==> src/hdl/hc41_pkg.sv <==
`timescale 1ns / 1ps

package hc41_pkg;

    // Alphabet and group geometry
    localparam int SYM_COUNT  = 41;
    localparam int SYM_W      = 6;
    localparam int GROUP_SIZE = 3;
    localparam int KEY_ROW_W  = GROUP_SIZE * SYM_W;
    localparam int SUM_W      = 13;
    localparam int CHAR_W     = 8;

    // floor(2^16 / 41), used for the reciprocal step of the mod 41 reduction
    localparam int RECIP41    = 1598;
    localparam int PROD_W     = 24;

    // Configuration register indexes
    localparam logic [1:0] CFG_KEY_ROW_ZERO = 2'd0;
    localparam logic [1:0] CFG_KEY_ROW_ONE  = 2'd1;
    localparam logic [1:0] CFG_KEY_ROW_TWO  = 2'd2;

    // Reset key is the identity matrix
    localparam logic [KEY_ROW_W-1:0] KEY_ROW_ZERO_RST = 18'd1;
    localparam logic [KEY_ROW_W-1:0] KEY_ROW_ONE_RST  = 18'd64;
    localparam logic [KEY_ROW_W-1:0] KEY_ROW_TWO_RST  = 18'd4096;

    // ASCII codes of the alphabet landmarks
    localparam logic [CHAR_W-1:0] CH_SPACE = 8'h20;
    localparam logic [CHAR_W-1:0] CH_A     = 8'h41;
    localparam logic [CHAR_W-1:0] CH_Z     = 8'h5A;
    localparam logic [CHAR_W-1:0] CH_LA    = 8'h61;
    localparam logic [CHAR_W-1:0] CH_LZ    = 8'h7A;
    localparam logic [CHAR_W-1:0] CH_0     = 8'h30;
    localparam logic [CHAR_W-1:0] CH_9     = 8'h39;
    localparam logic [CHAR_W-1:0] CH_DOT   = 8'h2E;
    localparam logic [CHAR_W-1:0] CH_QUES  = 8'h3F;
    localparam logic [CHAR_W-1:0] CH_COMMA = 8'h2C;
    localparam logic [CHAR_W-1:0] CH_DASH  = 8'h2D;
    localparam logic [CHAR_W-1:0] CASE_GAP = 8'h20;

    typedef logic [SYM_W-1:0] t_sym;

    typedef struct packed {
        logic [CHAR_W-1:0] in_char;
        logic              in_last;
    } t_in;

    typedef struct packed {
        logic [CHAR_W-1:0] out_char;
        logic              out_last;
    } t_out;

    // One gathered group, entry j at bits 6j+5:6j
    typedef struct packed {
        t_sym [GROUP_SIZE-1:0] sym;
    } t_group;

    // Key matrix: row i, column j
    typedef struct packed {
        t_sym [GROUP_SIZE-1:0][GROUP_SIZE-1:0] k;
    } t_key;

    typedef struct packed {
        logic hit;
        t_sym idx;
    } t_lookup;

    // Map a byte to its alphabet index; hit is low for bytes outside it
    function automatic t_lookup sym_index(input logic [CHAR_W-1:0] c_in);
        logic [CHAR_W-1:0] c;
        t_lookup           res;
        c       = c_in;
        res.hit = 1'b1;
        res.idx = '0;
        if (c >= CH_LA && c <= CH_LZ) begin
            c = c - CASE_GAP;
        end
        if (c == CH_SPACE) begin
            res.idx = t_sym'(0);
        end else if (c >= CH_A && c <= CH_Z) begin
            res.idx = t_sym'(c - CH_A + 8'd1);
        end else if (c >= CH_0 && c <= CH_9) begin
            res.idx = t_sym'(c - CH_0 + 8'd27);
        end else if (c == CH_DOT) begin
            res.idx = t_sym'(37);
        end else if (c == CH_QUES) begin
            res.idx = t_sym'(38);
        end else if (c == CH_COMMA) begin
            res.idx = t_sym'(39);
        end else if (c == CH_DASH) begin
            res.idx = t_sym'(40);
        end else begin
            res.hit = 1'b0;
        end
        return res;
    endfunction

    // ASCII code of an alphabet index (0..40)
    function automatic logic [CHAR_W-1:0] sym_char(input t_sym idx);
        logic [CHAR_W-1:0] res;
        res = CH_DASH;
        if (idx == t_sym'(0)) begin
            res = CH_SPACE;
        end else if (idx <= t_sym'(26)) begin
            res = CH_A + CHAR_W'(idx) - 8'd1;
        end else if (idx <= t_sym'(36)) begin
            res = CH_0 + CHAR_W'(idx) - 8'd27;
        end else begin
            case (idx)
                t_sym'(37): res = CH_DOT;
                t_sym'(38): res = CH_QUES;
                t_sym'(39): res = CH_COMMA;
                default:    res = CH_DASH;
            endcase
        end
        return res;
    endfunction

    // Reduce a sum mod 41: the reciprocal estimate is floor or one below,
    // so one conditional subtract finishes it
    function automatic t_sym mod41(input logic [SUM_W-1:0] s);
        logic [PROD_W-1:0] prod;
        logic [7:0]        q;
        logic [SUM_W-1:0]  r;
        prod = PROD_W'(s) * PROD_W'(RECIP41);
        q    = prod[PROD_W-1:16];
        r    = s - SUM_W'(q) * SUM_W'(SYM_COUNT);
        if (r >= SUM_W'(SYM_COUNT)) begin
            r = r - SUM_W'(SYM_COUNT);
        end
        return t_sym'(r);
    endfunction

endpackage

==> src/hdl/hc41_gather.sv <==
`timescale 1ns / 1ps

module hc41_gather (
    input  logic          i_clk,
    input  logic          i_rst_n,
    input  logic          i_in_valid,
    output logic          o_in_ready,
    input  hc41_pkg::t_in i_in_data,
    output logic          o_grp_valid,
    input  logic          i_grp_ready,
    output hc41_pkg::t_group o_grp
);
    import hc41_pkg::*;

    logic [1:0] r_fill, n_fill;
    t_sym       r_sym0, r_sym1;
    logic       r_grp_valid, n_grp_valid;
    t_group     r_grp, n_grp;

    t_lookup    lk;
    logic       accept;
    logic [1:0] fill_after;
    logic       full;
    logic       emit;

    // Take a word whenever the group register is free or draining
    assign o_in_ready = !r_grp_valid || i_grp_ready;
    assign accept     = i_in_valid && o_in_ready;

    // Classify the byte and work out where the group stands
    always_comb begin
        lk         = sym_index(i_in_data.in_char);
        fill_after = r_fill + {1'b0, lk.hit};
        full       = (r_fill == 2'd2) && lk.hit;
        emit       = full || (i_in_data.in_last && (fill_after != 2'd0));
    end

    // Build the padded group and the next control state
    always_comb begin
        n_fill      = r_fill;
        n_grp_valid = r_grp_valid && !i_grp_ready;
        n_grp       = r_grp;
        if (accept) begin
            n_fill = emit ? 2'd0 : fill_after;
            if (emit) begin
                n_grp_valid = 1'b1;
                n_grp.sym[0] = (r_fill == 2'd0) ? lk.idx : r_sym0;
                n_grp.sym[1] = (fill_after >= 2'd2 || full) ?
                               ((r_fill == 2'd1) ? lk.idx : r_sym1) : t_sym'(0);
                n_grp.sym[2] = full ? lk.idx : t_sym'(0);
            end
        end
    end

    // Hold gathered symbols
    always_ff @(posedge i_clk) begin
        if (accept && lk.hit && !emit) begin
            if (r_fill == 2'd0) begin
                r_sym0 <= lk.idx;
            end else begin
                r_sym1 <= lk.idx;
            end
        end
        r_grp <= n_grp;
    end

    // Advance control state
    always_ff @(posedge i_clk) begin
        if (!i_rst_n) begin
            r_fill      <= 2'd0;
            r_grp_valid <= 1'b0;
        end else begin
            r_fill      <= n_fill;
            r_grp_valid <= n_grp_valid;
        end
    end

    assign o_grp_valid = r_grp_valid;
    assign o_grp       = r_grp;

endmodule

==> src/hdl/hc41_mix.sv <==
`timescale 1ns / 1ps

module hc41_mix (
    input  logic             i_clk,
    input  logic             i_rst_n,
    input  hc41_pkg::t_key   i_key,
    input  logic             i_grp_valid,
    output logic             o_grp_ready,
    input  hc41_pkg::t_group i_grp,
    output logic             o_mix_valid,
    input  logic             i_mix_ready,
    output logic [hc41_pkg::GROUP_SIZE-1:0][hc41_pkg::CHAR_W-1:0] o_chars
);
    import hc41_pkg::*;

    logic                                r_sum_valid, n_sum_valid;
    logic [GROUP_SIZE-1:0][SUM_W-1:0]    r_sum, n_sum;

    assign o_grp_ready = !r_sum_valid || i_mix_ready;

    // Row dot products: key row times the group vector
    always_comb begin
        for (int i = 0; i < GROUP_SIZE; i++) begin
            n_sum[i] = '0;
            for (int j = 0; j < GROUP_SIZE; j++) begin
                n_sum[i] = n_sum[i] + SUM_W'(i_key.k[i][j]) * SUM_W'(i_grp.sym[j]);
            end
        end
    end

    always_comb begin
        n_sum_valid = r_sum_valid && !i_mix_ready;
        if (i_grp_valid && o_grp_ready) begin
            n_sum_valid = 1'b1;
        end
    end

    // Hold the sums
    always_ff @(posedge i_clk) begin
        if (i_grp_valid && o_grp_ready) begin
            r_sum <= n_sum;
        end
    end

    always_ff @(posedge i_clk) begin
        if (!i_rst_n) begin
            r_sum_valid <= 1'b0;
        end else begin
            r_sum_valid <= n_sum_valid;
        end
    end

    // Reduce mod 41 and map back to ASCII
    always_comb begin
        for (int i = 0; i < GROUP_SIZE; i++) begin
            o_chars[i] = sym_char(mod41(r_sum[i]));
        end
    end

    assign o_mix_valid = r_sum_valid;

endmodule

==> src/hdl/hc41_serial.sv <==
`timescale 1ns / 1ps

module hc41_serial (
    input  logic           i_clk,
    input  logic           i_rst_n,
    input  logic           i_mix_valid,
    output logic           o_mix_ready,
    input  logic [hc41_pkg::GROUP_SIZE-1:0][hc41_pkg::CHAR_W-1:0] i_chars,
    output logic           o_out_valid,
    input  logic           i_out_ready,
    output hc41_pkg::t_out o_out_data
);
    import hc41_pkg::*;

    logic [GROUP_SIZE-1:0][CHAR_W-1:0] r_chars;
    logic [1:0]                        r_cnt, n_cnt;
    logic                              r_valid, n_valid;
    logic                              at_end;
    logic                              load;

    assign at_end      = (r_cnt == 2'(GROUP_SIZE - 1));
    assign o_mix_ready = !r_valid || (at_end && i_out_ready);
    assign load        = i_mix_valid && o_mix_ready;

    // Step through the three characters of a group
    always_comb begin
        n_cnt   = r_cnt;
        n_valid = r_valid;
        if (r_valid && i_out_ready) begin
            if (at_end) begin
                n_valid = 1'b0;
            end else begin
                n_cnt = r_cnt + 2'd1;
            end
        end
        if (load) begin
            n_valid = 1'b1;
            n_cnt   = 2'd0;
        end
    end

    always_ff @(posedge i_clk) begin
        if (load) begin
            r_chars <= i_chars;
        end
    end

    always_ff @(posedge i_clk) begin
        if (!i_rst_n) begin
            r_cnt   <= 2'd0;
            r_valid <= 1'b0;
        end else begin
            r_cnt   <= n_cnt;
            r_valid <= n_valid;
        end
    end

    assign o_out_valid         = r_valid;
    assign o_out_data.out_char = r_chars[r_cnt];
    assign o_out_data.out_last = at_end;

endmodule

==> src/hdl/hill_cipher_3x3_mod41.sv <==
`timescale 1ns / 1ps

// Hill cipher over a 41-symbol alphabet (space, A-Z, 0-9, . ? , -) with a
// 3x3 key. Message bytes come in one word at a time; lower case is folded,
// bytes outside the alphabet are dropped, and every three symbols (or a
// partial group padded with spaces when in_last is set) produce three cipher
// words, the third marked with out_last. Load the inverse key to decrypt.
// Key rows must be written through the cfg port while the block is idle;
// the block itself does not enforce this. Reset loads the identity. A byte
// is accepted every cycle while groups gather and the group register is
// free or draining; each group goes out one word per cycle while out_ready
// is high, so the serializer sets the sustained rate: one byte per cycle for
// full groups, and only as fast as groups drain when each byte closes one.
// The first cipher word of a group passes the group, sum and output registers.
module hill_cipher_3x3_mod41 (
    input  logic                           i_clk,
    input  logic                           i_rst_n,
    input  logic                           i_in_valid,
    output logic                           o_in_ready,
    input  hc41_pkg::t_in                  i_in_data,
    output logic                           o_out_valid,
    input  logic                           i_out_ready,
    output hc41_pkg::t_out                 o_out_data,
    input  logic                           i_cfg_we,
    input  logic [1:0]                     i_cfg_idx,
    input  logic [hc41_pkg::KEY_ROW_W-1:0] i_cfg_data
);
    import hc41_pkg::*;

    t_key   r_key;
    logic   grp_valid, grp_ready;
    t_group grp;
    logic   mix_valid, mix_ready;
    logic [GROUP_SIZE-1:0][CHAR_W-1:0] mix_chars;

    // Key rows
    always_ff @(posedge i_clk) begin
        if (!i_rst_n) begin
            r_key.k[0] <= KEY_ROW_ZERO_RST;
            r_key.k[1] <= KEY_ROW_ONE_RST;
            r_key.k[2] <= KEY_ROW_TWO_RST;
        end else if (i_cfg_we) begin
            unique case (i_cfg_idx)
                CFG_KEY_ROW_ZERO: r_key.k[0] <= i_cfg_data;
                CFG_KEY_ROW_ONE:  r_key.k[1] <= i_cfg_data;
                CFG_KEY_ROW_TWO:  r_key.k[2] <= i_cfg_data;
                default: begin
                end
            endcase
        end
    end

    hc41_gather u_gather (
        .i_clk       (i_clk),
        .i_rst_n     (i_rst_n),
        .i_in_valid  (i_in_valid),
        .o_in_ready  (o_in_ready),
        .i_in_data   (i_in_data),
        .o_grp_valid (grp_valid),
        .i_grp_ready (grp_ready),
        .o_grp       (grp)
    );

    hc41_mix u_mix (
        .i_clk       (i_clk),
        .i_rst_n     (i_rst_n),
        .i_key       (r_key),
        .i_grp_valid (grp_valid),
        .o_grp_ready (grp_ready),
        .i_grp       (grp),
        .o_mix_valid (mix_valid),
        .i_mix_ready (mix_ready),
        .o_chars     (mix_chars)
    );

    hc41_serial u_serial (
        .i_clk       (i_clk),
        .i_rst_n     (i_rst_n),
        .i_mix_valid (mix_valid),
        .o_mix_ready (mix_ready),
        .i_chars     (mix_chars),
        .o_out_valid (o_out_valid),
        .i_out_ready (i_out_ready),
        .o_out_data  (o_out_data)
    );

`ifndef SYNTH
    // Every cipher word is an alphabet symbol
    a_out_alphabet: assert property (@(posedge i_clk) disable iff (!i_rst_n)
        o_out_valid |->
            (o_out_data.out_char == CH_SPACE) ||
            (o_out_data.out_char >= CH_A && o_out_data.out_char <= CH_Z) ||
            (o_out_data.out_char >= CH_0 && o_out_data.out_char <= CH_9) ||
            (o_out_data.out_char == CH_DOT) || (o_out_data.out_char == CH_QUES) ||
            (o_out_data.out_char == CH_COMMA) || (o_out_data.out_char == CH_DASH))
        else $error("cipher word outside the alphabet");

    // A group never breaks off before its last word
    a_group_whole: assert property (@(posedge i_clk) disable iff (!i_rst_n)
        (o_out_valid && i_out_ready && !o_out_data.out_last) |=> o_out_valid)
        else $error("group ended without a last word");

    // Input stalls only when the output holds a word
    a_stall_cause: assert property (@(posedge i_clk) disable iff (!i_rst_n)
        !o_in_ready |-> o_out_valid)
        else $error("input stalled with empty output");
`endif

endmodule
==> config.mk <==
export PLATFORM = sky130hd
export DESIGN_NAME = hill_cipher_3x3_mod41
export DESIGN_NICKNAME = d
export VERILOG_FILES = /design/src/hdl/hc41_pkg.sv /design/src/hdl/hc41_gather.sv /design/src/hdl/hc41_mix.sv /design/src/hdl/hc41_serial.sv /design/src/hdl/hill_cipher_3x3_mod41.sv
export SDC_FILE = /design/constraint.sdc
export NUM_CORES = 2
export LEC_CHECK = 0
export CAP_MARGIN = 20
export CELL_PAD_IN_SITES_DETAIL_PLACEMENT = 0
export CELL_PAD_IN_SITES_GLOBAL_PLACEMENT = 1
export CORE_MARGIN = 1
export CORE_UTILIZATION = 50
export DETAILED_ROUTE_END_ITERATION = 16
export DONT_BUFFER_PORTS = 1
export PLACE_DENSITY_LB_ADDON = 0.05
export RECOVER_POWER = 25
export SYNTH_ARGS = -nofsm -noshare
export SYNTH_HDL_FRONTEND = slang
export SYNTH_SLANG_ARGS = --single-unit
==> constraint.sdc <==
create_clock -name i_clk -period 16.2 [get_ports i_clk]
set_clock_uncertainty 0.2 [all_clocks]
set_input_delay 0 -clock i_clk [delete_from_list [all_inputs] [get_ports i_clk]]
set_output_delay 0 -clock i_clk [all_outputs]
set_load 0.02 [all_outputs]
==> reports/results.ini <==
[sta]
finalSetupTns_ns=0
min_period_ns=10.52
hold_viol_final=0
worst-slew-pin-transition_ns=1.113
slew_headroom_pct=25.05
rsz0062_at_grt=false
drv_slew=0
finalSetupViolations=0
whs_ns=0.01086
post-route-period-util_pct=64.92
timing.fmax_ghz=0.09508

[synthesis]
synth-main-ff-cell=edfxtp_1
synth_compound_gate_area_share_pct=9.497
synthMuxAreaShare_pct=0.7241
yosysWarnings=0
syn_area_per_cell_um2=9.290
synthXorXnorAreaFrac_pct=3.583
synth-simple-area-share_pct=13.07
yosys.cell_count.top_type=inv_1
yosys_register_bits=154
synth_top_cell_by_area=fa_1
ys_seq_area_share_pct=13.43
synthAdderAreaFrac_pct=50.13
synth_area_um2=29890
synth_cells=3218
synth_top_family_by_area=adder cells
ys_types=93
ys_top_cells_by_area=fa_1 28%, ha_1 22%, edfxtp_1 9.3%
synth_top_area_share_pct=28.33
ys_top_cells_by_count=698 x inv_1, 521 x ha_1, 423 x fa_1, 348 x nand2_1, 179 x and2_1
synth_edf_count=93
synth_async_sr_flop_share_pct=0

[placement]
gp_congestion=0.8692
hpwl_um=56390
port_buffers=0

[worst_setup_path]
arrival_ns=10.53
crit_slowest_cell=xnor2_1
max_stage_delay_ns=0.64
worst_setup_path_start_kind=register
path_class=register to register
crit_fanout=26
required_ns=16.21
endpoint_kind=register

[routing]
dr.pass1.iters=5
ant_nets=0
wl_per_cell_um=16.92
vias=21369
viasPerCell=5.288
drtIter0Drc=843
drc=0
wl_um=68370

[die]
die_area_um2=60770
start_util_pct=50.65
core_area_um2=59020
die_h_um=246.5
pin_count=45
rows=89
die_w_um=246.5

[cells_and_area]
finish.net_count=4225
regArea_um2=4014
multi_input_area_um2=23050
fillers=5550
fin_util_pct=54.04
drive_gt1_share_pct=2.454
syn_to_final_growth_pct=6.701

[clock_network]
cts_setup_buffers=0
cts_buffers=17
cts_tree=done
clkTransAtPathRegs_ns=0.07
root_buffer=clkbuf_16
clockBufferDepth=2
post_cts_resized=0
clock-sinks=154
cts-htree-levels=4
hold_buffers=52
insertion_delay_ns=0.47

[global_route]
antenna_found_initial=7
grt_pass1_vias=23046
grt_start_max_net_pins=62
grt_usage_pct=24.08
grt_overflow=0
grt_pass1_wl_um=116000

[min_path]
hp-class=primary input to register

[flow_run]
drv_cap=0

[status]
status=complete, no violations

[cells in the final DEF, fill, tap and decap left out, types with 17 or more instances in the layout]
master	count
dlygate4sd3_1	51
xor2_1	29
edfxtp_1	93
dfxtp_1	61
o21bai_1	21
a21boi_0	62
ha_1	521
a21oi_1	97
o21a_1	18
o21ai_0	76
nor2b_1	20
inv_1	698
nor2_1	101
nand2_1	348
and2_1	179
fa_1	423
a21o_1	26
clkbuf_16	17
nand3_1	27
xnor2_1	87
nor3_1	24
mux2i_1	18
[registers in the layout, indices dropped and copies added (netlist names)]
register              flops
u_gather.r_sym0           6
u_serial.o_out_valid      1
u_serial.r_chars         24
u_gather.r_fill           2
u_gather.o_grp           18
r_key                    54
u_serial.r_cnt            2
u_mix.o_mix_valid         1
u_gather.o_grp_valid      1
u_gather.r_sym1           6
u_mix.r_sum              39
[layout make-up]
class | count | share of cell area, %
clock buffers | 18 | 1.345
multi-input cells | 2311 | 72.25
clock inverters | 14 | 0.5531
repair buffers | 64 | 1.946
diodes | 8 | 0.06276
flip-flops and latches | 154 | 12.58
inverters | 699 | 8.226
well taps | 773 | 3.032
[cell families after synthesis]
kind of cell / Yosys count
AOI/OAI and AO/OA: 421
other: 1
adders and majority gates: 944
xor gates and xnor gates: 119
muxes: 21
and+or+nand+nor: 803
buffers and inverters: 755
DFF: 154
[critical path, delay by kind of cell, from the launching register on]
kind	cells	cell delay, ns
flip-flops	1	0.57
AO/OA/AOI/OAI	14	2.86
AND/OR/NAND/NOR	5	1.33
adder cells (fa/ha/maj)	10	3.81
XOR/XNOR	2	0.80
buffers and inverters	6	0.67
[through the flow]
stage | cells | setup slack (ns) | area [um2]
after global placement | 3949 | 5.833 | 30750
final | 4041 | 5.683 | 31900
after detailed placement | 3949 | 5.727 | 30750
after CTS | 4033 | 5.679 | 31880
after global routing | 4038 | 4.900 | 31890
after floorplan | 3220 | 6.796 | 29900
[path summary, 6_finish.rpt]
kind	slack [ns]	start	depth (start not counted)	endpoint
max	5.68	u_mix.r_sum[28]$_DFFE_PP_	37	u_serial.r_chars[21]$_SDFFCE_PP1P_
min	0.01	i_cfg_we	4	r_key[23]$_SDFFE_PN0P_
max reg2reg	5.68	u_mix.r_sum[28]$_DFFE_PP_	37	u_serial.r_chars[21]$_SDFFCE_PP1P_
min reg2reg	0.34	u_gather.o_grp_valid$_SDFF_PN0_	2	u_mix.o_mix_valid$_SDFF_PN0_
[routing by layer]
metal / global-route usage (%) / vias up / share of wire, %
met4: 6.590 / 0 / 2.2
li1: - / 10361 / -
met3: 2.549 / 83 / 2.7
met1: 30.90 / 10646 / 45
met5: 0 / - / 0
met2: 42.76 / 279 / 50
Power is left out: the tool's default activity adds up to more than one toggle a clock period on the data nets, which glitch-free logic cannot reach.
